===== config.mk =====
export PLATFORM = sky130hd
export DESIGN_NAME = fcd_queue
export DESIGN_NICKNAME = d
export VERILOG_FILES = /design/src/design/fcd_pkg.sv /design/src/design/fcd_queue.sv
export VERILOG_INCLUDE_DIRS = /design/src /design/src/design
export SDC_FILE = /design/constraint.sdc
export NUM_CORES = 1
export LEC_CHECK = 0
export BUFFER_PORTS_ARGS = -buffer_cell sky130_fd_sc_hd__buf_2
export CORE_MARGIN = 1
export CORE_UTILIZATION = 25
export CTS_CLUSTER_DIAMETER = 200
export DETAILED_ROUTE_END_ITERATION = 10
export PLACE_DENSITY = 0.43
export SLEW_MARGIN = 20
export SYNTH_ARGS = -nofsm -noshare
export SYNTH_HDL_FRONTEND = slang
export SYNTH_SLANG_ARGS = --single-unit

===== constraint.sdc =====
create_clock -name clk -period 3.2 [get_ports clk]
set_input_delay 0 -clock clk [delete_from_list [all_inputs] [get_ports clk]]
set_output_delay 0 -clock clk [all_outputs]
set_load 0.1 [all_outputs]

===== src/design/assert_macros.svh =====
// Assertion macros shared by the deframer modules.
`ifndef ASSERT_MACROS_SVH
`define ASSERT_MACROS_SVH

// Same-cycle implication, disabled while reset is high.
`define FCD_ASSERT_IMPL(label, clk, rst, ante, cons, msg) \
  label: assert property (@(posedge clk) disable iff (rst) (ante) |-> (cons)) \
    else $error(msg);

// Next-cycle implication, disabled while reset is high.
`define FCD_ASSERT_NEXT(label, clk, rst, ante, cons, msg) \
  label: assert property (@(posedge clk) disable iff (rst) (ante) |=> (cons)) \
    else $error(msg);

`endif


===== src/design/fcd_pkg.sv =====
// Types, constants and codes of the frame checksum deframer.
package fcd_pkg;

  localparam int MAX_PACKET = 255;
  localparam int MIN_PACKET = 5;
  localparam int BODY_START = 3;
  localparam int POS_W      = $clog2(MAX_PACKET + 2);

  localparam int QUEUE_DEPTH = 4;
  localparam int PTR_W       = $clog2(QUEUE_DEPTH);
  localparam int CNT_W       = $clog2(QUEUE_DEPTH + 1);

  localparam int CFG_IDX_W  = 1;
  localparam int CFG_DATA_W = 8;

  localparam logic [CFG_IDX_W-1:0] REG_HEAD = CFG_IDX_W'(0);
  localparam logic [CFG_IDX_W-1:0] REG_TAIL = CFG_IDX_W'(1);

  localparam logic KIND_PAYLOAD = 1'b0;
  localparam logic KIND_VERDICT = 1'b1;

  typedef enum logic [2:0] {
    STAT_OK        = 3'd0,
    STAT_TOO_SHORT = 3'd1,
    STAT_BAD_FRAME = 3'd2,
    STAT_BAD_SUM   = 3'd3,
    STAT_TOO_LONG  = 3'd4
  } status_t;

  // One classified input byte, as queued between front and back.
  typedef struct packed {
    logic       has_payload;
    logic [7:0] payload_byte;
    logic       has_verdict;
    status_t    status;
    logic [7:0] command;
    logic [7:0] declared_length;
  } fcd_entry_t;

  typedef struct packed {
    logic full;
    logic empty;
  } fcd_qstat_t;

endpackage


===== src/design/fcd_queue.sv =====
// Short queue of classified entries between front and back.
module fcd_queue import fcd_pkg::*; (
  input  logic       clk,
  input  logic       rst,
  input  logic       push,
  input  fcd_entry_t push_entry,
  input  logic       pop,
  output fcd_entry_t head,
  output fcd_qstat_t qstat
);

  `include "assert_macros.svh"

  fcd_entry_t       slots [QUEUE_DEPTH];
  logic [PTR_W-1:0] wr_ptr;
  logic [PTR_W-1:0] rd_ptr;
  logic [CNT_W-1:0] count;
  logic             do_push;
  logic             do_pop;

  assign qstat.full  = (count == CNT_W'(QUEUE_DEPTH));
  assign qstat.empty = (count == '0);
  assign head        = slots[rd_ptr];
  assign do_push     = push && !qstat.full;
  assign do_pop      = pop && !qstat.empty;

  always_ff @(posedge clk) begin
    if (do_push) begin
      slots[wr_ptr] <= push_entry;
    end
  end

  always_ff @(posedge clk) begin
    if (rst) begin
      wr_ptr <= '0;
      rd_ptr <= '0;
      count  <= '0;
    end else begin
      if (do_push) begin
        wr_ptr <= (wr_ptr == PTR_W'(QUEUE_DEPTH - 1)) ? '0 : wr_ptr + PTR_W'(1);
      end
      if (do_pop) begin
        rd_ptr <= (rd_ptr == PTR_W'(QUEUE_DEPTH - 1)) ? '0 : rd_ptr + PTR_W'(1);
      end
      case ({do_push, do_pop})
        2'b10:   count <= count + CNT_W'(1);
        2'b01:   count <= count - CNT_W'(1);
        default: count <= count;
      endcase
    end
  end

  `FCD_ASSERT_IMPL(a_no_pop_empty, clk, rst, pop, !qstat.empty, "pop from empty queue")

endmodule


==> flow_metrics.tcl, run 1 <==
set metrics [dict create \
    io_pins 64 \
    numCtsBuffers 17 \
    worst_hold_slack_ns 0.0101 \
    vias_per_cell 4.12 \
    finalWirelength_um 8920 \
    power_per_cell_area_mw_per_mm2 963 \
    end_kind "flip-flop" \
    period_needed_ns 2.51 \
    die_w_um 139 \
    maxCapViolCount 0 \
    worst_ep_required_time_ns 3.54 \
    cpMaxStageDelayCell "or3b_1" \
    setup_violations 0 \
    grtUsageTotal_pct 9.93 \
    postRouteAntennaNets 0 \
    rows 49 \
    clk_pin_slew_ns 0.06 \
    synthCells 205 \
    internal_power_mw 3.57 \
    r2r_end "count[2]$_SDFFE_PP0P_" \
    start_util_pct 25.8 \
    gp_congestion 0.713 \
    crit_path_start_kind "flip-flop" \
    path_max_fanout 9 \
    drcViolationCount 10 \
    comb_power_share_pct 33.1 \
    fmax_mhz 398 \
    worst_pin_slew_ns 0.864 \
    min_delay_path_depth 4 \
    critical_path_arrival_ns 2.85 \
    synth_warnings 0 \
    drtIter0Drc 92 \
    grt_max_degree 30 \
    cts_resized 0 \
    hold_class "input port to flip-flop" \
    power_leakage_nw 2.12 \
    synthTopCellsByArea "edfxtp_1, mux4_2, dfxtp_1" \
    clockBufferDepth 2 \
    core_area_mm2 0.0181 \
    num_vias 2289 \
    slew_violations 0 \
    layout.nets 353 \
    syn-cell-area_mm2 0.00467 \
    postLayoutCellArea_mm2 0.00615 \
    rsz0062_at_grt "no" \
    setup_ws_ns 0.689 \
    antenna_found_initial 0 \
    placed_cell_area_mm2 0.00524 \
    r2r_cells 9 \
    port_buffers 63 \
    skew_ns 0.00515 \
    layout_common_cells "edfxtp_1, buf_2, dlygate4sd3_1" \
    die_h_um 139 \
    path_cells "or3b_1, and2_4, inv_1, ha_1, inv_1, fa_1, xor2_1, or3_2, a21oi_1" \
    max-slew-margin-rel_pct 42.4 \
    switching_power_mw 2.35 \
    clockRootBuffer "clkbuf_16" \
    first_global_vias 2414 \
    r2r_slack_ns 0.69 \
    seq_area_frac_synth_pct 78.4 \
    seqPwrFrac_pct 35.1 \
    routedWlPerCell_um 16.1 \
    synth.largest_area_cell "edfxtp_1" \
    post-route-period-util_pct 78.5 \
    timing.hold.worst.start "pop" \
    synthesis.nets 245 \
    clkPwrFrac_pct 31.8 \
    swShare_pct 39.7 \
    cts_sinks 125 \
    overflow 0 \
    violations "DRC" \
    drive_gt1_share_pct 41.1 \
    synth-seq-cells 125 \
    cts_tree "yes" \
    hold_viol 0 \
    clk_latency_ns 0.41 \
    ys_types 26 \
    irDropWorstVdd_uv 482 \
    utilization_pct 33.9 \
    layout_commonest_cell "edfxtp_1" \
    drtPass1Iterations 7 \
    worstSetupPathType "flip-flop to flip-flop" \
    hpwl_um 5070 \
    fillCellCount 1737 \
    h-tree-depth 4 \
    grt_pass1_wl_um 13700 \
    cp_common_cell "inv_1" \
    outcome "finished, violations left" \
    timing.rr.start "count[2]$_SDFFE_PP0P_" \
    diodes 0 \
    setup-tns-final_ns 0 \
    cp_slowest_stage_delay_ns 0.49 \
    syn_avg_cell_area_um2 22.8 \
    dieArea_mm2 0.0192 \
    synth_top_area_share_pct 74.5 \
    area_growth_pct 31.6 \
    place_ws_ns 0.694 \
]
[cell type report]
cell class / instances / area (um2) / share of cell area, %
clock buffer: 18 / 429 / 6.98
tap: 229 / 287 / 4.66
clock inverter: 14 / 159 / 2.58
multi-input combinational: 64 / 928 / 15.1
sequential: 125 / 3670 / 59.6
timing repair buffer: 97 / 651 / 10.6
inverter: 8 / 30.0 / 0.488
[worst max-delay path by stage]
stage | endpoint | startpoint | slack, ns
final | count[2]$_SDFFE_PP0P_ | count[2]$_SDFFE_PP0P_ | 0.69
after global routing | count[2]$_SDFFE_PP0P_ | count[2]$_SDFFE_PP0P_ | 0.58
after CTS | count[2]$_SDFFE_PP0P_ | count[2]$_SDFFE_PP0P_ | 0.68
after detailed placement | count[2]$_SDFFE_PP0P_ | count[2]$_SDFFE_PP0P_ | 0.69
after global placement | count[2]$_SDFFE_PP0P_ | count[2]$_SDFFE_PP0P_ | 0.74
after floorplan | qstat[0] | count[0]$_SDFFE_PP0P_ | 0.80
[power by group through the flow]
stage / Clock, mW / Combinational [mW] / Sequential [mW]
after CTS: 1.93 / 2.00 / 2.09
after floorplan: 0 / 1.72 / 2.04
final: 1.88 / 1.96 / 2.08
after global routing: 2.00 / 2.05 / 2.10
after global placement: 0 / 1.96 / 2.11
after detailed placement: 0 / 1.96 / 2.12
[flip-flops by register name, summed over array words and instances, names as in the netlist, named ones only]
signal / count
slots: 116
count: 3
wr_ptr: 2
rd_ptr: 2
[routing by layer]
layer / track usage [%] / vias up / routed length [um]
met5: 0 / - / 0
met4: 4.74 / 0 / 135
met3: 3.97 / 11 / 454
met2: 15.7 / 56 / 4320
met1: 11.8 / 1161 / 4010
li1: - / 1061 / -
[per-stage QoR]
step / std cells / total power [mW]
2_1_floorplan: 205 / 3.76
3_3_place_gp: 491 / 4.07
3_5_place_dp: 491 / 4.08
4_1_cts: 555 / 6.01
5_1_grt: 555 / 6.15
6_report: 555 / 5.92
[cells in the mapped netlist]
| cell type | count |
|---|---|
| a21oi_1 | 4 |
| xor2_1 | 2 |
| buf_2 | 3 |
| nand3_1 | 2 |
| o31ai_1 | 1 |
| buf_6 | 2 |
| o21ai_0 | 1 |
| inv_1 | 8 |
| buf_4 | 1 |
| mux4_2 | 29 |
| and2_4 | 1 |
| nor2_1 | 4 |
| dfxtp_1 | 9 |
| ha_1 | 6 |
| a21o_1 | 1 |
| mux2i_1 | 1 |
| or3b_1 | 1 |
| and3_2 | 4 |
| fa_1 | 1 |
| edfxtp_1 | 116 |
| or3_2 | 1 |
| nor3_1 | 2 |
| or3_1 | 1 |
| o31ai_2 | 1 |
| clkbuf_1 | 2 |
| nand2_1 | 1 |
[cells by family (layout without fill, tap and decap cells)]
kind of cell / Yosys count / in the layout / synth area share (%)
adders and majority gates: 7 / 7 / 2.03
muxes: 30 / 30 / 14.2
buffers and inverters: 16 / 137 / 1.77
AOI/OAI and AO/OA: 8 / 8 / 1.12
and+or+nand+nor: 17 / 17 / 2.14
xor gates and xnor gates: 2 / 2 / 0.375
DFF: 125 / 125 / 78.4
[repair_timing]
action / CTS / global route
hold endpoints to repair: 125 / 0
hold buffers: 32 / 0
buffers inserted: 0 / 0
[worst max-delay path: cells and delay by family, from the launching register on]
family | cells | cell delay [ns]
xor+xnor | 1 | 0.16
fa+ha+maj | 2 | 0.54
buf+inv | 2 | 0.11
simple gates | 3 | 1.11
flops | 1 | 0.37
compound gates | 1 | 0.14
Power figures use the tool's default switching activity.
==> run 2, diff against run 1 <==
--- a/config.mk
+++ b/config.mk
@@ -6,6 +6,7 @@
 export SDC_FILE = /design/constraint.sdc
 export NUM_CORES = 1
 export LEC_CHECK = 0
+export ABC_AREA = 1
 export BUFFER_PORTS_ARGS = -buffer_cell sky130_fd_sc_hd__buf_2
 export CORE_MARGIN = 1
 export CORE_UTILIZATION = 25
==> constraint.sdc (replaced) <==
create_clock -name clk -period 2.5 [get_ports clk]
set_input_delay 0 -clock clk [delete_from_list [all_inputs] [get_ports clk]]
set_output_delay 0 -clock clk [all_outputs]
set_load 0.1 [all_outputs]
==> flow_metrics.tcl, run 2 <==
set metrics [dict create \
    largest_reg_flops 116 \
    clk_latency_ns 0.42 \
    placed_cell_area_mm2 0.00575 \
    period_needed_ns 2.22 \
    syn-cell-area_mm2 0.00512 \
    clockBufferDepth 2 \
    clockRootBuffer "clkbuf_16" \
    regArea_mm2 0.00366 \
    layout_common_cells "edfxtp_1, buf_2, o21ai_0" \
    core_area_mm2 0.0198 \
    place_ws_ns 0.599 \
    drive_gt1_share_pct 33.7 \
    hold_end "slots[3][25]$_DFFE_PP_" \
    grt_pass1_wl_um 17900 \
    setup-tns-final_ns 0 \
    critical_path_arrival_ns 2.22 \
    utilization_pct 33.9 \
    drtIter0Drc 91 \
    min_delay_path_depth 2 \
    finalWirelength_um 11300 \
    r2r_slack_ns 0.60 \
    synth-seq-cells 125 \
    numCtsBuffers 17 \
    slew_violations 0 \
    rows 51 \
    worst_ep_required_time_ns 2.50 \
    cts_sinks 125 \
    num_vias 3129 \
    setup_ws_ns 0.285 \
    fin_cells 737 \
    gp_congestion 0.713 \
    ys_types 24 \
    hpwl_um 6230 \
    worstSetupPathType "flip-flop to primary output" \
    worst_hold_slack_ns 0.342 \
    timing.rr.start "count[1]$_SDFFE_PP0P_" \
    overflow 0 \
    power_leakage_nw 2.39 \
    drtPass1Iterations 4 \
    regMostFlops "slots" \
    ys_top_cells_by_count "edfxtp_1, o21ai_0, nor2_1" \
    yosysMostFrequentCell "edfxtp_1" \
    end_kind "primary output" \
    clk_pin_slew_ns 0.06 \
    io_pins 64 \
    dieArea_mm2 0.0210 \
    port_buffers 63 \
    hold_viol 0 \
    cts_tree "yes" \
    crit_path_start_kind "flip-flop" \
    post-route-period-util_pct 88.6 \
    fillCellCount 1968 \
    antenna_found_initial 0 \
    timing.hold.worst.start "push_entry[25]" \
    multi_input_area_mm2 0.00128 \
    rsz0062_at_grt "no" \
    die_h_um 145 \
    r2r_cells 12 \
    h-tree-depth 4 \
    outcome "finished clean" \
    layout.nets 499 \
    hold_class "input port to flip-flop" \
    setup_violations 0 \
    seq_area_frac_synth_pct 71.6 \
    synth_enable_flop_cells 116 \
    grt_max_degree 47 \
    synthTopCellsByArea "edfxtp_1, o21ai_0, o22ai_2" \
    die_w_um 145 \
    skew_ns 0.00665 \
    diodes 0 \
    r2r_end "count[2]$_SDFFE_PP0P_" \
    postRouteAntennaNets 0 \
    routedWlPerCell_um 15.3 \
    drcViolationCount 0 \
    start_util_pct 25.9 \
    synth_warnings 0 \
    vias_per_cell 4.25 \
    synthArstFlopShare_pct 0 \
    max-slew-margin-rel_pct 58.9 \
    syn_avg_cell_area_um2 14.5 \
    synth_top_area_share_pct 68.1 \
    first_global_vias 3302 \
    fmax_mhz 451 \
    postLayoutCellArea_mm2 0.00670 \
    irDropWorstVdd_uv 794 \
    maxCapViolCount 0 \
    area_growth_pct 31.0 \
    power_per_cell_area_mw_per_mm2 1340 \
    path_max_fanout 14 \
    reg_top3 "slots (116), count (3)" \
    placedCellCount 671 \
    synthesis.nets 393 \
    grtUsageTotal_pct 11.3 \
    worst_pin_slew_ns 0.615 \
    ys.flop_type "edfxtp_1" \
    synth.largest_area_cell "edfxtp_1" \
    layout_commonest_cell "edfxtp_1" \
    p_total_mw 9.00 \
    synthCells 353 \
]
-- run 2: area by class of cell --
cell class,instances,area share [%]
sequential,125,54.7
multi-input combinational,190,19.0
timing repair buffer,105,11.1
clock buffer,25,8.53
tap,265,4.95
inverter,20,1.14
clock inverter,7,0.616
-- run 2: kinds of logic (layout without fill, tap and decap cells) --
kind of cell / count (synthesis) / in the layout / share of synthesized area [%]
AOI/OAI and AO/OA: 93 / 93 / 12.2
adders and majority gates: 7 / 7 / 1.86
buffers and inverters: 38 / 157 / 4.06
DFF: 125 / 125 / 71.6
and+or+nand+nor: 90 / 90 / 10.2
-- run 2: how the worst max path moves through the flow --
stage | slack (ns) | endpoint | cells after the start | start
floorplan | 0.25 | slots[3][0]$_DFFE_PP_ | 4 | count[1]$_SDFFE_PP0P_
CTS | 0.21 | head[28] | 5 | flip-flop
finish | 0.28 | head[19] | 5 | flip-flop
global placement | 0.63 | count[2]$_SDFFE_PP0P_ | 12 | count[1]$_SDFFE_PP0P_
global route | 0.11 | head[19] | 5 | flip-flop
detailed placement | 0.60 | count[2]$_SDFFE_PP0P_ | 12 | count[1]$_SDFFE_PP0P_
-- run 2: metal layers --
layer | track usage, % | routed length [um] | vias to the layer above
met2 | 19.0 | 5550 | 55
met1 | 13.6 | 5120 | 1559
met4 | 4.84 | 191 | 0
met3 | 3.05 | 401 | 18
li1 | - | - | 1497
met5 | 0 | 0 | -
-- run 2: report_power, final --
part / switching (mW) / total (mW) / internal (mW)
clock network: 0.882 / 2.47 / 1.59
logic: 3.21 / 3.91 / 0.707
registers: 0.0900 / 2.62 / 2.53
total: 4.18 / 9.00 / 4.82
-- run 2: worst max-delay path, stage by stage, from the launching register on --
cell	delay (ns)
dfxtp_2	0.50
clkinv_2	0.32
buf_4	0.31
o21ai_0	0.24
o22ai_2	0.12
buf_2	0.31
-- run 2: what timing repair did --
item / in CTS / in global routing
gates resized for setup: 0 / 0
hold endpoints to repair: 125 / 0
hold buffers: 34 / 0
setup endpoints to repair: 0 / 0
buffers inserted: 0 / 0
==> run 3, diff against run 2 <==
--- a/config.mk
+++ b/config.mk
@@ -6,11 +6,11 @@
 export SDC_FILE = /design/constraint.sdc
 export NUM_CORES = 1
 export LEC_CHECK = 0
-export ABC_AREA = 1
 export BUFFER_PORTS_ARGS = -buffer_cell sky130_fd_sc_hd__buf_2
 export CORE_MARGIN = 1
 export CORE_UTILIZATION = 25
 export CTS_CLUSTER_DIAMETER = 200
+export CTS_CLUSTER_SIZE = 14
 export DETAILED_ROUTE_END_ITERATION = 10
 export PLACE_DENSITY = 0.43
 export SLEW_MARGIN = 20
==> flow_metrics.tcl, run 3 (same netlist as run 1, synthesis figures left out) <==
set metrics [dict create \
    regMostFlops "slots" \
    utilization_pct 34.1 \
    grt_max_degree 30 \
    area_growth_pct 32.3 \
    h-tree-depth 4 \
    postLayoutCellArea_mm2 0.00618 \
    r2r_cells 9 \
    wl_met1_um 3860 \
    hpwl_um 4980 \
    io_pins 64 \
    clkPwrFrac_pct 32.0 \
    clk_latency_ns 0.41 \
    clockBufferDepth 2 \
    start_util_pct 25.8 \
    power_per_cell_area_mw_per_mm2 1240 \
    maxCapViolCount 0 \
    numCtsBuffers 17 \
    hold_viol 0 \
    clockRootBuffer "clkbuf_16" \
    met3_length_um 589 \
    core_area_mm2 0.0181 \
    worst_ep_required_time_ns 2.84 \
    max-slew-margin-rel_pct 43.1 \
    die_h_um 139 \
    power_leakage_nw 2.14 \
    swShare_pct 38.7 \
    seqPwrFrac_pct 34.3 \
    vias_per_cell 4.10 \
    path_max_fanout 5 \
    drive_gt1_share_pct 41.3 \
    end_kind "flip-flop" \
    reg_top3 "slots (116), count (3)" \
    layout_common_cells "edfxtp_1, buf_2, dlygate4sd3_1" \
    irDropWorstVdd_uv 737 \
    period_needed_ns 2.35 \
    dieArea_mm2 0.0192 \
    first_global_vias 2458 \
    overflow 0 \
    violations "DRC" \
    min_delay_path_depth 5 \
    worst_pin_slew_ns 0.853 \
    port_buffers 63 \
    antenna_found_initial 1 \
    hold_class "input port to flip-flop" \
    crit_path_start_kind "flip-flop" \
    r2r_end "count[2]$_SDFFE_PP0P_" \
    cts_tree "yes" \
    fmax_mhz 425 \
    clk_pin_slew_ns 0.06 \
    top_layer "met4" \
    cts_sinks 125 \
    internal_power_mw 4.68 \
    die_w_um 139 \
    gp_congestion 0.689 \
    timing.rr.start "count[1]$_SDFFE_PP0P_" \
    regArea_mm2 0.00367 \
    r2r_slack_ns 0.15 \
    grtUsageTotal_pct 9.86 \
    setup_violations 0 \
    slew_violations 0 \
    drtIter0Drc 95 \
    rsz0062_at_grt "no" \
    rows 49 \
    timing.hold.worst.start "pop" \
    setup-tns-final_ns 0 \
    multi_input_area_um2 932 \
    routedWlPerCell_um 15.7 \
    postRouteAntennaNets 0 \
    post-route-period-util_pct 94.0 \
    largest_reg_flops 116 \
    layout.nets 354 \
    layout_commonest_cell "edfxtp_1" \
    finalWirelength_um 8760 \
    grt_pass1_wl_um 13400 \
    critical_path_arrival_ns 2.69 \
    placed_cell_area_mm2 0.00527 \
    outcome "finished, violations left" \
    fillCellCount 1729 \
    drcViolationCount 7 \
    worstSetupPathType "flip-flop to flip-flop" \
    wl_met2_um 4180 \
    switching_power_mw 2.96 \
    skew_ns 0.00545 \
    drtPass1Iterations 11 \
    num_vias 2284 \
    comb_power_share_pct 33.7 \
]
run 3: power groups by stage:
stage	registers, mW	logic, mW	clock network [mW]
floorplan	2.61	2.19	0
global placement	2.66	2.57	0
detailed placement	2.67	2.57	0
CTS	2.63	2.62	2.51
global route	2.65	2.68	2.60
finish	2.62	2.58	2.44
run 3: area by class of cell:
cell class              instances  share of cell area [%]
diodes                          1                  0.0405
flip-flops and latches        125                    59.3
multi-input cells              64                    15.1
inverters                       8                   0.486
repair buffers                 98                    10.8
well taps                     229                    4.63
clock inverters                14                    2.73
clock buffers                  18                    6.94
run 3: worst max path at each step:
| stage | start | to | slack, ns |
|---|---|---|---|
| finish | count[1]$_SDFFE_PP0P_ | count[2]$_SDFFE_PP0P_ | 0.15 |
| global route | count[1]$_SDFFE_PP0P_ | count[2]$_SDFFE_PP0P_ | 0.03 |
| CTS | count[2]$_SDFFE_PP0P_ | count[2]$_SDFFE_PP0P_ | 0.13 |
| detailed placement | count[2]$_SDFFE_PP0P_ | count[2]$_SDFFE_PP0P_ | 0.14 |
| global placement | count[2]$_SDFFE_PP0P_ | count[2]$_SDFFE_PP0P_ | 0.18 |
| floorplan | count[0]$_SDFFE_PP0P_ | qstat[0] | 0.1 |
run 3: through the flow:
stage | setup WS [ns] | std cells | hold WS, ns | power, mW
detailed placement | 0.142 | 493 | 0.222 | 5.24
global route | 0.0282 | 557 | 0.103 | 7.93
floorplan | 0.0966 | 205 | 0.0989 | 4.80
finish | 0.150 | 557 | 0.0560 | 7.64
global placement | 0.181 | 493 | 0.215 | 5.23
CTS | 0.131 | 556 | 0.0395 | 7.76
run 3: metal layers:
layer  up-vias  global-route usage (%)
met3        13                    5.15
met5         -                       0
met1      1144                    11.5
li1       1066                       -
met4         0                    3.86
met2        61                    15.4
run 3: worst max-delay path, stage by stage (launching register included):
cell and delay (ns):
dfxtp_1 0.34, or3b_1 0.40, and2_4 0.18, inv_1 0.05, ha_1 0.17, inv_1 0.06, fa_1 0.37, xor2_1 0.16
or3_2 0.42, a21oi_2 0.14
run 3: timing repair:
item                                    CTS  global route
buffers inserted                          0             0
endpoints found under the setup margin    0             1
endpoints found under the hold margin   125             0
resized for setup                         0             2
hold buffers                             31             0
