===== src/design/assert_macros.svh =====
// Assertion macros shared by the deframer modules.
`ifndef ASSERT_MACROS_SVH
`define ASSERT_MACROS_SVH

// Same-cycle implication, disabled while reset is high.
`define FCD_ASSERT_IMPL(label, clk, rst, ante, cons, msg) \
  label: assert property (@(posedge clk) disable iff (rst) (ante) |-> (cons)) \
    else $error(msg);

// Next-cycle implication, disabled while reset is high.
`define FCD_ASSERT_NEXT(label, clk, rst, ante, cons, msg) \
  label: assert property (@(posedge clk) disable iff (rst) (ante) |=> (cons)) \
    else $error(msg);

`endif


===== src/design/fcd_pkg.sv =====
// Types, constants and codes of the frame checksum deframer.
package fcd_pkg;

  localparam int MAX_PACKET = 255;
  localparam int MIN_PACKET = 5;
  localparam int BODY_START = 3;
  localparam int POS_W      = $clog2(MAX_PACKET + 2);

  localparam int QUEUE_DEPTH = 4;
  localparam int PTR_W       = $clog2(QUEUE_DEPTH);
  localparam int CNT_W       = $clog2(QUEUE_DEPTH + 1);

  localparam int CFG_IDX_W  = 1;
  localparam int CFG_DATA_W = 8;

  localparam logic [CFG_IDX_W-1:0] REG_HEAD = CFG_IDX_W'(0);
  localparam logic [CFG_IDX_W-1:0] REG_TAIL = CFG_IDX_W'(1);

  localparam logic KIND_PAYLOAD = 1'b0;
  localparam logic KIND_VERDICT = 1'b1;

  typedef enum logic [2:0] {
    STAT_OK        = 3'd0,
    STAT_TOO_SHORT = 3'd1,
    STAT_BAD_FRAME = 3'd2,
    STAT_BAD_SUM   = 3'd3,
    STAT_TOO_LONG  = 3'd4
  } status_t;

  // One classified input byte, as queued between front and back.
  typedef struct packed {
    logic       has_payload;
    logic [7:0] payload_byte;
    logic       has_verdict;
    status_t    status;
    logic [7:0] command;
    logic [7:0] declared_length;
  } fcd_entry_t;

  typedef struct packed {
    logic full;
    logic empty;
  } fcd_qstat_t;

endpackage


===== src/design/fcd_if.sv =====
// Channel interfaces: raw packet bytes in, result items out.
interface byte_if;
  logic       valid;
  logic       ready;
  logic [7:0] in_byte;
  logic       in_last;

  modport source (output valid, output in_byte, output in_last, input ready);
  modport sink (input valid, input in_byte, input in_last, output ready);
endinterface



===== src/design/fcd_front.sv =====
// Front end: config registers, packet tracking and per-byte classification.
module fcd_front import fcd_pkg::*; (
  input  logic                  clk,
  input  logic                  rst,
  input  logic                  cfg_we,
  input  logic [CFG_IDX_W-1:0]  cfg_index,
  input  logic [CFG_DATA_W-1:0] cfg_data,
  byte_if.sink                  byte_ch,
  input  fcd_qstat_t            qstat,
  output logic                  push,
  output fcd_entry_t            push_entry
);

  `include "assert_macros.svh"

  logic [7:0]       head_byte;
  logic [7:0]       tail_byte;
  logic [POS_W-1:0] position;
  logic [7:0]       running_sum;
  logic [7:0]       prev_byte;
  logic [7:0]       prev2_byte;
  logic             head_matched;
  logic [7:0]       command_seen;
  logic [7:0]       length_seen;

  logic             accept;
  logic [POS_W-1:0] position_next;
  logic [7:0]       sum_next;
  logic             head_next;
  logic [7:0]       command_next;
  logic [7:0]       length_next;
  logic             emit;
  status_t          status;

  assign byte_ch.ready = !qstat.full;
  assign accept        = byte_ch.valid && byte_ch.ready;

  always_comb begin
    head_next    = (position == POS_W'(0)) ? (byte_ch.in_byte == head_byte) : head_matched;
    command_next = (position == POS_W'(1)) ? byte_ch.in_byte : command_seen;
    length_next  = (position == POS_W'(2)) ? byte_ch.in_byte : length_seen;

    // Byte two back cannot be the checksum byte, so it joins the sum.
    if (position >= POS_W'(BODY_START + 2) && position <= POS_W'(MAX_PACKET)) begin
      sum_next = running_sum + prev2_byte;
    end else begin
      sum_next = running_sum;
    end

    emit = (position >= POS_W'(BODY_START)) && (position < POS_W'(MAX_PACKET)) &&
           ({1'b0, position} < ((POS_W + 1)'(BODY_START) + (POS_W + 1)'(length_next)));

    position_next = (position <= POS_W'(MAX_PACKET)) ? position + POS_W'(1) : position;

    if (position_next > POS_W'(MAX_PACKET)) begin
      status = STAT_TOO_LONG;
    end else if (position_next < POS_W'(MIN_PACKET)) begin
      status = STAT_TOO_SHORT;
    end else if (!head_next || byte_ch.in_byte != tail_byte) begin
      status = STAT_BAD_FRAME;
    end else if (prev_byte != sum_next) begin
      status = STAT_BAD_SUM;
    end else begin
      status = STAT_OK;
    end

    push                       = accept && (emit || byte_ch.in_last);
    push_entry.has_payload     = emit;
    push_entry.payload_byte    = byte_ch.in_byte;
    push_entry.has_verdict     = byte_ch.in_last;
    push_entry.status          = status;
    push_entry.command         = command_next;
    push_entry.declared_length = length_next;
  end

  always_ff @(posedge clk) begin
    if (rst) begin
      head_byte <= '0;
      tail_byte <= '0;
    end else if (cfg_we) begin
      case (cfg_index)
        REG_HEAD: head_byte <= cfg_data[7:0];
        REG_TAIL: tail_byte <= cfg_data[7:0];
        default: ;
      endcase
    end
  end

  always_ff @(posedge clk) begin
    if (rst || (accept && byte_ch.in_last)) begin
      position     <= '0;
      running_sum  <= '0;
      prev_byte    <= '0;
      prev2_byte   <= '0;
      head_matched <= 1'b0;
      command_seen <= '0;
      length_seen  <= '0;
    end else if (accept) begin
      position     <= position_next;
      running_sum  <= sum_next;
      prev_byte    <= byte_ch.in_byte;
      prev2_byte   <= prev_byte;
      head_matched <= head_next;
      command_seen <= command_next;
      length_seen  <= length_next;
    end
  end

  `FCD_ASSERT_IMPL(a_pos_saturates, clk, rst, 1'b1, position <= POS_W'(MAX_PACKET + 1),
                   "position ran past saturation")
  `FCD_ASSERT_NEXT(a_pos_clears, clk, rst, accept && byte_ch.in_last, position == '0,
                   "position not cleared after final byte")

endmodule


===== src/flat_wrapper.sv =====
// flat-port wrapper written by rule: the top's interface ports become plain ports
module fcd_front_flat import fcd_pkg::*;
  (clk, rst, cfg_we, cfg_index, cfg_data, qstat, push, push_entry, byte_ch_valid, byte_ch_in_byte, byte_ch_in_last, byte_ch_ready);
  byte_if byte_ch_i ();
  input  logic clk;
  input  logic rst;
  input  logic cfg_we;
  input  logic [CFG_IDX_W-1:0] cfg_index;
  input  logic [CFG_DATA_W-1:0] cfg_data;
  input  fcd_qstat_t qstat;
  output logic push;
  output fcd_entry_t push_entry;
  input wire logic [$bits(byte_ch_i.valid)-1:0] byte_ch_valid;
  input wire logic [$bits(byte_ch_i.in_byte)-1:0] byte_ch_in_byte;
  input wire logic [$bits(byte_ch_i.in_last)-1:0] byte_ch_in_last;
  output wire logic [$bits(byte_ch_i.ready)-1:0] byte_ch_ready;
  assign byte_ch_i.valid = byte_ch_valid;
  assign byte_ch_i.in_byte = byte_ch_in_byte;
  assign byte_ch_i.in_last = byte_ch_in_last;
  assign byte_ch_ready = byte_ch_i.ready;
  fcd_front u_core (.clk(clk), .rst(rst), .cfg_we(cfg_we), .cfg_index(cfg_index), .cfg_data(cfg_data), .byte_ch(byte_ch_i), .qstat(qstat), .push(push), .push_entry(push_entry));
endmodule

===== config.mk =====
export PLATFORM = sky130hd
export DESIGN_NAME = fcd_front_flat
export DESIGN_NICKNAME = d
export VERILOG_FILES = /design/src/design/fcd_pkg.sv /design/src/design/fcd_if.sv /design/src/design/fcd_front.sv /design/src/flat_wrapper.sv
export VERILOG_INCLUDE_DIRS = /design/src /design/src/design
export SDC_FILE = /design/constraint.sdc
export NUM_CORES = 1
export LEC_CHECK = 0
export ABC_AREA = 0
export BUFFER_PORTS_ARGS = -buffer_cell sky130_fd_sc_hd__buf_2
export CORE_MARGIN = 2
export CORE_UTILIZATION = 45
export CTS_CLUSTER_DIAMETER = 100
export DETAILED_ROUTE_END_ITERATION = 16
export GPL_ROUTABILITY_DRIVEN = 0
export PLACE_DENSITY = 0.74
export SLEW_MARGIN = 20
export SYNTH_ARGS = -nofsm -noshare
export SYNTH_HDL_FRONTEND = slang
export SYNTH_SLANG_ARGS = --single-unit

===== constraint.sdc =====
create_clock -name clk -period 5.4 [get_ports clk]
set_input_delay 1.35 -clock clk [delete_from_list [all_inputs] [get_ports clk]]
set_output_delay 1.35 -clock clk [all_outputs]
set_load 0.05 [all_outputs]

==> results of run 1 <==
[report_power, final]
part / switching (mW) / internal, mW / leakage [nW]
Combinational: 0.130 / 0.0675 / 1.46
Clock: 0.204 / 0.306 / 0.116
Sequential: 0.0140 / 0.501 / 0.536
Total: 0.347 / 0.875 / 2.11
[routing by layer]
metal / vias to the layer above / part of all wire (%) / track usage [%]
met4: 0 / 1.8 / 8.22
li1: 1876 / - / -
met5: - / 0 / 0
met3: 15 / 4.8 / 3.06
met1: 1766 / 44 / 25.4
met2: 140 / 49 / 35.3
[through the flow]
stage	setup TNS (ns)	cells	setup slack, ns	total power, mW
after global placement	0	650	0.244	0.711
after global routing	-0.101	669	-0.0591	1.26
after detailed placement	0	650	0.219	0.717
final	0	669	0.148	1.22
after floorplan	0	515	0.187	0.670
after CTS	0	667	0.0517	1.22
[tightest hold or removal path, delay by kind of cell, from the launching register on]
kind               cells  cell delay, ns
AOI/OAI and AO/OA      1            0.05
DFF                    1            0.32
and+or+nand+nor        1            0.05
[area by class of cell]
type                    count  area, um^2  share of cell area, %
well taps                 111         139                   2.90
multi-input cells         390        2630                   54.9
clock inverters             6         115                   2.40
clock buffers               9         124                   2.58
repair buffers             70         399                   8.32
flip-flops and latches     66        1320                   27.6
inverters                  17        63.8                   1.33
[final timing paths]
kind / from / end / cells past startpoint
setup / recovery: u_core.position[7] / push / 16
hold / removal: u_core.prev2_byte[3] / u_core.prev2_byte[3] / 2
setup reg to reg: u_core.position[1] / u_core.running_sum[6] / 8
hold reg to reg: u_core.prev2_byte[3] / u_core.prev2_byte[3] / 2
[state kept, by name, summed over array words and instances (netlist names), 8 cells and up]
register / cells
u_core.head_byte: 8
u_core.prev_byte: 8
u_core.command_seen: 8
u_core.tail_byte: 8
u_core.length_seen: 8
u_core.prev2_byte: 8
u_core.running_sum: 8
u_core.position: 9
[cells in the mapped netlist, types with 3 or more instances]
master | n | area (um^2)
a211oi_1 | 13 | 97.6
a21o_1 | 4 | 30.0
a21oi_1 | 37 | 185
a31oi_1 | 3 | 18.8
and3_1 | 7 | 43.8
buf_1 | 4 | 15.0
buf_4 | 10 | 75.1
clkbuf_1 | 26 | 97.6
dfxtp_1 | 66 | 1320
ha_1 | 19 | 238
inv_1 | 17 | 63.8
mux2_2 | 10 | 113
mux2i_1 | 29 | 290
nand2_1 | 66 | 248
nand3_1 | 22 | 110
nand4_1 | 10 | 62.6
nor2_1 | 51 | 191
nor2b_1 | 3 | 18.8
nor3_1 | 9 | 45.0
nor4b_1 | 3 | 26.3
o2111ai_1 | 3 | 26.3
o21a_1 | 3 | 22.5
o21ai_0 | 15 | 75.1
o31a_1 | 3 | 26.3
or3_1 | 3 | 18.8
xnor2_1 | 29 | 254
xor2_1 | 14 | 123
[placed cells by master, fill, tap and decap left out, types with 4 or more instances in the layout]
| cell | instances |
|---|---|
| a211oi_1 | 13 |
| a21o_1 | 4 |
| a21oi_1 | 36 |
| and3_1 | 7 |
| buf_2 | 52 |
| buf_4 | 17 |
| clkbuf_8 | 9 |
| dfxtp_1 | 65 |
| ha_1 | 19 |
| inv_1 | 17 |
| mux2_2 | 10 |
| mux2i_1 | 27 |
| nand2_1 | 66 |
| nand3_1 | 22 |
| nand4_1 | 10 |
| nor2_1 | 50 |
| nor3_1 | 9 |
| o21ai_0 | 14 |
| xnor2_1 | 29 |
| xor2_1 | 14 |
[repair_timing]
item / 4_1_cts / 5_1_grt
pin swaps: 2 / 4
gates resized for setup: 2 / 10
setup endpoints to repair: 2 / 2
buffers inserted: 2 / 2
endpoints found under the hold margin: 0 / 0
gates cloned: 0 / 0
[cells by family (layout without fill, tap and decap cells)]
logic type / Yosys count / count (layout)
and+or+nand+nor: 190 / 190
AOI/OAI and AO/OA: 96 / 96
DFF: 66 / 66
buffers and inverters: 59 / 102
adders and majority gates: 20 / 20
xor gates and xnor gates: 43 / 43
muxes: 41 / 41
==> impl_metrics.ini, run 1 <==
[timing]
fmax_ghz = 0.190
post-route-period-util_pct = 97.3
finalSetupViolCount = 0
fin_skew_ns = 0.00678
maxSlewHeadroom_pct = 40.4
hold_violations = 0
slew_viol_final = 0
holdWs_ns = 0.472
worstMarginPinSlew_ns = 0.893
period_needed_ns = 5.25

[yosys]
synth-seq-cells = 66
syn_nets = 559
synthMuxAreaShare_pct = 10.7
synthArstFlopShare_pct = 0
synth_edf_count = 0
synth_xor_area_share_pct = 9.01
synth_top_family_by_area = simple AND/OR/NAND/NOR gates
yosys_warnings = 0
synth-compound-area-share_pct = 14.7
netlist_instances = 515
synthAdderAreaFrac_pct = 6.17
synth_seq_area_share_pct = 31.6
synth_cell_types = 53
synthFlopType = dfxtp_1
syn_avg_cell_area_um2 = 8.12
yosys.area_share.simple_pct = 21.6
synth_area_mm2 = 0.00418

[outcome]
outcome = complete, no violations

[critical_path]
slowest_stage = or4_4
crit_buf_inv = 2
end_kind = output port
cp_cell_sequence = or4_4, nor4_4, nand2_4, mux2i_4, inv_1, nand3_2, nor2_2, xnor2_1, ha_1, a21oi_2, o22ai_1, a2111oi_2, o21ai_1, nor2_2, o21a_1, buf_6
crit_family = simple AND/OR/NAND/NOR gates
rrSetupSlack_ns = 2.91
cp_max_fo = 6
required_ns = 4.05
path_common_cell = nor2_2
cp_slowest_stage_delay_ns = 0.58
worstPathArrival_ns = 3.90
cp-start-kind = flip-flop
crit_type = flip-flop to output port

[power_and_ir_drop]
p_leak_nw = 2.11
ir_worst_vdd_v = 0.000235
p_per_area_mw_per_mm2 = 255

[hold_path]
holdCritPathClass = flip-flop to flip-flop

[clocking]
clkTransAtPathRegs_ns = 0.08
cts_tree = yes
hold_buffers = 0
root_buffer = clkbuf_8
clkLatencyLatePin_ns = 0.35
cts_sinks = 66
clockBufferDepth = 2
cts_buffers = 9
htree_levels = 3

[routing]
vias = 3797
firstDrtPassIters = 6
vias_per_cell = 5.68
ant_nets = 0
drt_iter0_markers = 198
finalWirelength_mm = 10.3
drc = 0
wl_per_cell_um = 15.4

[job]
drv_cap = 0

[grt]
grt_pass1_wl_mm = 16.4
antenna_found_initial = 0
overflow = 0
grt_max_degree = 43
grt_usage_pct = 20.4
grt_pass1_vias = 3526

[floorplan]
die_area_mm2 = 0.0101
core_area_mm2 = 0.00911
placementRows = 35
die_x_um = 100
die_h_um = 100
start_util_pct = 45.9
num_io_pins = 55

[placement]
placed_cell_area_mm2 = 0.00449
dpl.hpwl_mm = 7.41
portBuffers = 53

[layout]
area_growth_pct = 14.8
fin_area_mm2 = 0.00480
insertedDiodeCount = 0
drive_above_1_share_pct = 20.4
final_util_pct = 52.7
nFillCells = 823
layout.nets = 598
(Power assumes the default switching activity.)
==> inputs of run 2 (changes only) <==
--- a/config.mk
+++ b/config.mk
@@ -13,7 +13,7 @@
 export CTS_CLUSTER_DIAMETER = 100
 export DETAILED_ROUTE_END_ITERATION = 16
 export GPL_ROUTABILITY_DRIVEN = 0
-export PLACE_DENSITY = 0.74
+export PLACE_DENSITY = 0.75
 export SLEW_MARGIN = 20
 export SYNTH_ARGS = -nofsm -noshare
 export SYNTH_HDL_FRONTEND = slang
==> constraint.sdc (replaced) <==
create_clock -name clk -period 5.25 [get_ports clk]
set_input_delay 1.3125 -clock clk [delete_from_list [all_inputs] [get_ports clk]]
set_output_delay 1.3125 -clock clk [all_outputs]
set_load 0.05 [all_outputs]
==> run 2 against run 1 <==
Against the previous run: power about the same; sequential power rose by 3%; critical endpoint unchanged; worst setup slack gained 0.056 ns; wire length down 1.9%; clock skew is essentially flat; non-clock buffer count rose by 4; design area up 0.31%; clock power fell by 4%; first-iteration DRC count increased by 30%; worst hold slack got worse by 0.0040 ns; sequential share of layout area decreased by 0.11 points.
==> impl_metrics.ini, run 2 (synthesis gave the netlist of run 1 again) <==
[critical_path]
slowest_stage = or4_4
reg2reg_depth = 8
end_kind = output port
required_ns = 3.94
path_common_cell = a21o_1
cp-start-kind = flip-flop
cp_slowest_stage_delay_ns = 0.58
cp_max_fo = 6
crit_family = simple AND/OR/NAND/NOR gates
cp_cell_sequence = or4_4, nor4_4, nand2_4, buf_4, mux2i_2, xor2_1, ha_1, a21o_1, a21o_1, a21oi_1, o21ai_1, nor2_2, o21a_1, buf_6
crit_type = flip-flop to output port
critical_path_depth = 14
crit_buf_inv = 2
worstPathArrival_ns = 3.73

[layout]
final_cell_mix = nand2_1, dfxtp_1, buf_2, nor2_1, a21oi_1
multiInputGateArea_mm2 = 0.00263
largest_reg_flops = 9
regMostFlops = u_core.position
area_growth_pct = 15.1
nFillCells = 843
layout.nets = 602
instances_no_fill = 674
insertedDiodeCount = 0
drive_above_1_share_pct = 21.0
seq_area_mm2 = 0.00132

[clocking]
clkTransAtPathRegs_ns = 0.08
root_buffer = clkbuf_8
cts_buffers = 9
htree_levels = 3
cts_tree = yes
hold_buffers = 0
clockBufferDepth = 2
cts_sinks = 66
clkLatencyLatePin_ns = 0.35

[hold_path]
holdCritPathClass = flip-flop to flip-flop
hold_path_depth = 2

[grt]
antenna_found_initial = 0
grt_usage_pct = 20.8
grt_pass1_wl_mm = 16.9
grt_max_degree = 42
overflow = 0
grt_pass1_vias = 3682

[placement]
portBuffers = 53
place_inst = 653
dpl.hpwl_mm = 7.32

[power_and_ir_drop]
ir_worst_vdd_v = 0.000169
p_leak_nw = 2.11
p_per_area_mw_per_mm2 = 254
power.total_mw = 1.22

[floorplan]
num_io_pins = 55
core_area_mm2 = 0.00911
start_util_pct = 45.9
die_h_um = 100
die_x_um = 100
placementRows = 35
die_area_mm2 = 0.0101

[timing]
fmax_ghz = 0.198
worstMarginPinSlew_ns = 0.860
period_needed_ns = 5.05
slew_viol_final = 0
maxSlewHeadroom_pct = 42.5
hold_violations = 0
post-route-period-util_pct = 96.1
fin_skew_ns = 0.00693
finalSetupViolCount = 0

[routing]
firstDrtPassIters = 5
vias = 3804
finalWirelength_mm = 10.1
vias_per_cell = 5.64
wl_per_cell_um = 14.9
drt_iter0_markers = 257
ant_nets = 0
drc = 0

[job]
drv_cap = 0

[outcome]
outcome = complete, no violations
## run 2: where the power goes
part / internal, mW / switching (mW)
clock network: 0.281 / 0.211
logic: 0.0702 / 0.131
registers: 0.515 / 0.0143
## run 2: final timing paths
path                                          start               endpoint  slack [ns]
worst max-delay path             u_core.position[3]                   push        0.20
worst min-delay path            u_core.tail_byte[7]    u_core.tail_byte[7]        0.47
worst max register to register   u_core.position[1]  u_core.running_sum[5]        2.71
worst min register to register  u_core.tail_byte[7]    u_core.tail_byte[7]        0.47
## run 2: cell type report
cell class                 count  share of cell area (%)
multi-input combinational    390                    54.7
clock buffer                  10                    2.86
timing repair buffer          74                    8.92
inverter                      17                    1.33
sequential                    66                    27.5
tap                          111                    2.89
clock inverter                 6                    1.85
## run 2: what timing repair did
| action | in CTS | in global routing |
|---|---|---|
| pin swaps | 4 | 3 |
| setup buffers | 4 | 1 |
| endpoints found under the hold margin | 0 | 0 |
| endpoints found under the setup margin | 2 | 2 |
| resized for setup | 4 | 7 |
| gates cloned | 0 | 0 |
## run 2: worst register-to-register path, delay by kind of cell (launching register included)
family          cells  cell delay (ns)
mux                 1             0.28
compound gates      1             0.25
flops               1             0.52
buf+inv             1             0.12
fa+ha+maj           1             0.24
simple gates        4             1.03
## run 2: metal layers
layer	part of all wire, %	routed length, um	global-route usage [%]
met1	43	4360	25.8
met2	49	4920	35.4
met3	5.8	581	4.39
met4	2.1	214	7.90
met5	0	0	0
## run 2: metrics by stage
stage               hold slack [ns]  setup WS [ns]  TNS (ns)  area (um^2)  utilization [%]
finish                        0.468          0.204         0         4810             52.8
global route                  0.495        -0.0290   -0.0290         4810             52.8
CTS                           0.469         0.0108         0         4780             52.5
detailed placement            0.460         0.0975         0         4510             49.5
global placement              0.451          0.173         0         4510             49.5
floorplan                     0.441         0.0749         0         4180                -
==> inputs of run 3 (changes only) <==
--- a/config.mk
+++ b/config.mk
@@ -13,8 +13,9 @@
 export CTS_CLUSTER_DIAMETER = 100
 export DETAILED_ROUTE_END_ITERATION = 16
 export GPL_ROUTABILITY_DRIVEN = 0
-export PLACE_DENSITY = 0.75
+export PLACE_DENSITY_LB_ADDON = 0.3
 export SLEW_MARGIN = 20
 export SYNTH_ARGS = -nofsm -noshare
 export SYNTH_HDL_FRONTEND = slang
 export SYNTH_SLANG_ARGS = --single-unit
+export TNS_END_PERCENT = 5
==> run 3 against run 2 <==
Against the previous run: critical path type unchanged; largest cell class unchanged; sequential power barely moved; sequential cell count did not move; clock skew rose by 0.0016 ns; sequential share of layout area rose by 0.13 points; combinational power barely moved.
==> impl_metrics.ini, run 3 (synthesis gave the netlist of run 1 again) <==
[layout]
drive_above_1_share_pct = 20.7
insertedDiodeCount = 0
nFillCells = 893
fin_area_mm2 = 0.00479
final_cell_mix = nand2_1, dfxtp_1, buf_2, nor2_1, a21oi_1
area_growth_pct = 14.6
largest_reg_flops = 9
layout.nets = 603
multiInputGateArea_mm2 = 0.00262
seq_area_mm2 = 0.00132
regMostFlops = u_core.position

[critical_path]
cp_max_fo = 7
startpoint = u_core.position[3]
timing.rr.end = u_core.running_sum[6]
timing.rr.start = u_core.position[1]
end_kind = output port
worstPathArrival_ns = 3.79
rrSetupSlack_ns = 2.80
cp-start-kind = flip-flop
reg2reg_depth = 8
required_ns = 3.94
crit_type = flip-flop to output port

[timing]
post-route-period-util_pct = 97.2
slew_viol_final = 0
worstMarginPinSlew_ns = 0.870
fmax_ghz = 0.196
maxSlewHeadroom_pct = 41.9
period_needed_ns = 5.10
fin_skew_ns = 0.00857
finalSetupViolCount = 0
hold_violations = 0
postLayoutSetupSlackWorst_ns = 0.148

[routing]
firstDrtPassIters = 4
drc = 0
ant_nets = 0
finalWirelength_mm = 9.97
drt_iter0_markers = 151
vias = 3676
wl_per_cell_um = 14.8
vias_per_cell = 5.45

[floorplan]
num_io_pins = 55
placementRows = 35
die_area_mm2 = 0.0101
die_x_um = 100
core_area_mm2 = 0.00911
start_util_pct = 45.9
die_h_um = 100

[grt]
antenna_found_initial = 0
grt_pass1_vias = 3358
grt_usage_pct = 20.5
grt_max_degree = 42
overflow = 0
grt_pass1_wl_mm = 16.5

[clocking]
htree_levels = 3
clkTransAtPathRegs_ns = 0.09
cts_sinks = 66
cts_buffers = 9
clkLatencyLatePin_ns = 0.34
cts_tree = yes
clockBufferDepth = 2
root_buffer = clkbuf_8

[hold_path]
hold_start = u_core.prev2_byte[6]
hold_path_depth = 2
holdCritPathClass = flip-flop to flip-flop
holdPathEnd = u_core.prev2_byte[6]

[outcome]
outcome = complete, no violations

[power_and_ir_drop]
p_leak_nw = 2.13
ir_worst_vdd_v = 0.000158
p_per_area_mw_per_mm2 = 247

[job]
drv_cap = 0

[placement]
dpl.hpwl_mm = 7.48
preCtsSetupSlack_ns = 0.103
portBuffers = 53
placed_cell_area_mm2 = 0.00453
==> run 3: through the flow <==
step / std cells / utilization, % / hold slack (ns) / TNS (ns) / power, mW
5_1_grt: 675 / 52.6 / 0.487 / -0.225 / 1.24
3_3_place_gp: 656 / 49.8 / 0.453 / 0 / 0.735
2_1_floorplan: 515 / - / 0.441 / 0 / 0.689
3_5_place_dp: 656 / 49.8 / 0.455 / 0 / 0.739
4_1_cts: 674 / 52.4 / 0.470 / 0 / 1.19
6_report: 675 / 52.6 / 0.467 / 0 / 1.19
==> run 3: power breakdown <==
group	internal [mW]	total [mW]	switching [mW]
clock network	0.228	0.454	0.226
registers	0.515	0.529	0.0141
logic	0.0702	0.202	0.132
total	0.813	1.19	0.373
==> run 3: routing by layer <==
layer / wire length (um) / vias to the layer above / global-route usage, %
li1: - / 1885 / -
met3: 440 / 9 / 3.55
met2: 4800 / 80 / 33.6
met5: 0 / - / 0
met1: 4620 / 1702 / 27.8
met4: 108 / 0 / 5.90
==> run 3: cell type report <==
type,count,share of cell area (%)
multi-input cells,390,54.8
flip-flops and latches,66,27.6
repair buffers,75,9.12
well taps,111,2.90
clock buffers,9,2.59
clock inverters,7,1.70
inverters,17,1.33
==> run 3: critical path: stages (launching register included) <==
cell and delay, ns:
dfxtp_1 0.32, or4_4 0.58, nor4_4 0.25, nand2_4 0.18, mux2i_4 0.23, inv_1 0.09
nand3_2 0.10, nor2_2 0.14, xnor2_1 0.13, ha_1 0.26, a21oi_1 0.13, o22ai_1 0.08
a2111oi_0 0.33, o21ai_1 0.16, nor2_2 0.17, o21a_1 0.15, buf_6 0.16
==> run 3: worst max path at each step <==
stage,end,slack [ns],depth (start not counted)
global placement,push,0.09,14
floorplan,push,0.07,16
detailed placement,push,0.10,14
CTS,push,0.005,14
global route,push,-0.12,16
finish,push,0.15,16
==> run 3: what timing repair did <==
action	4_1_cts	5_1_grt
pin swaps	4	3
gates resized for setup	5	3
hold buffers	0	0
setup endpoints to repair	2	2
buffers inserted	2	1
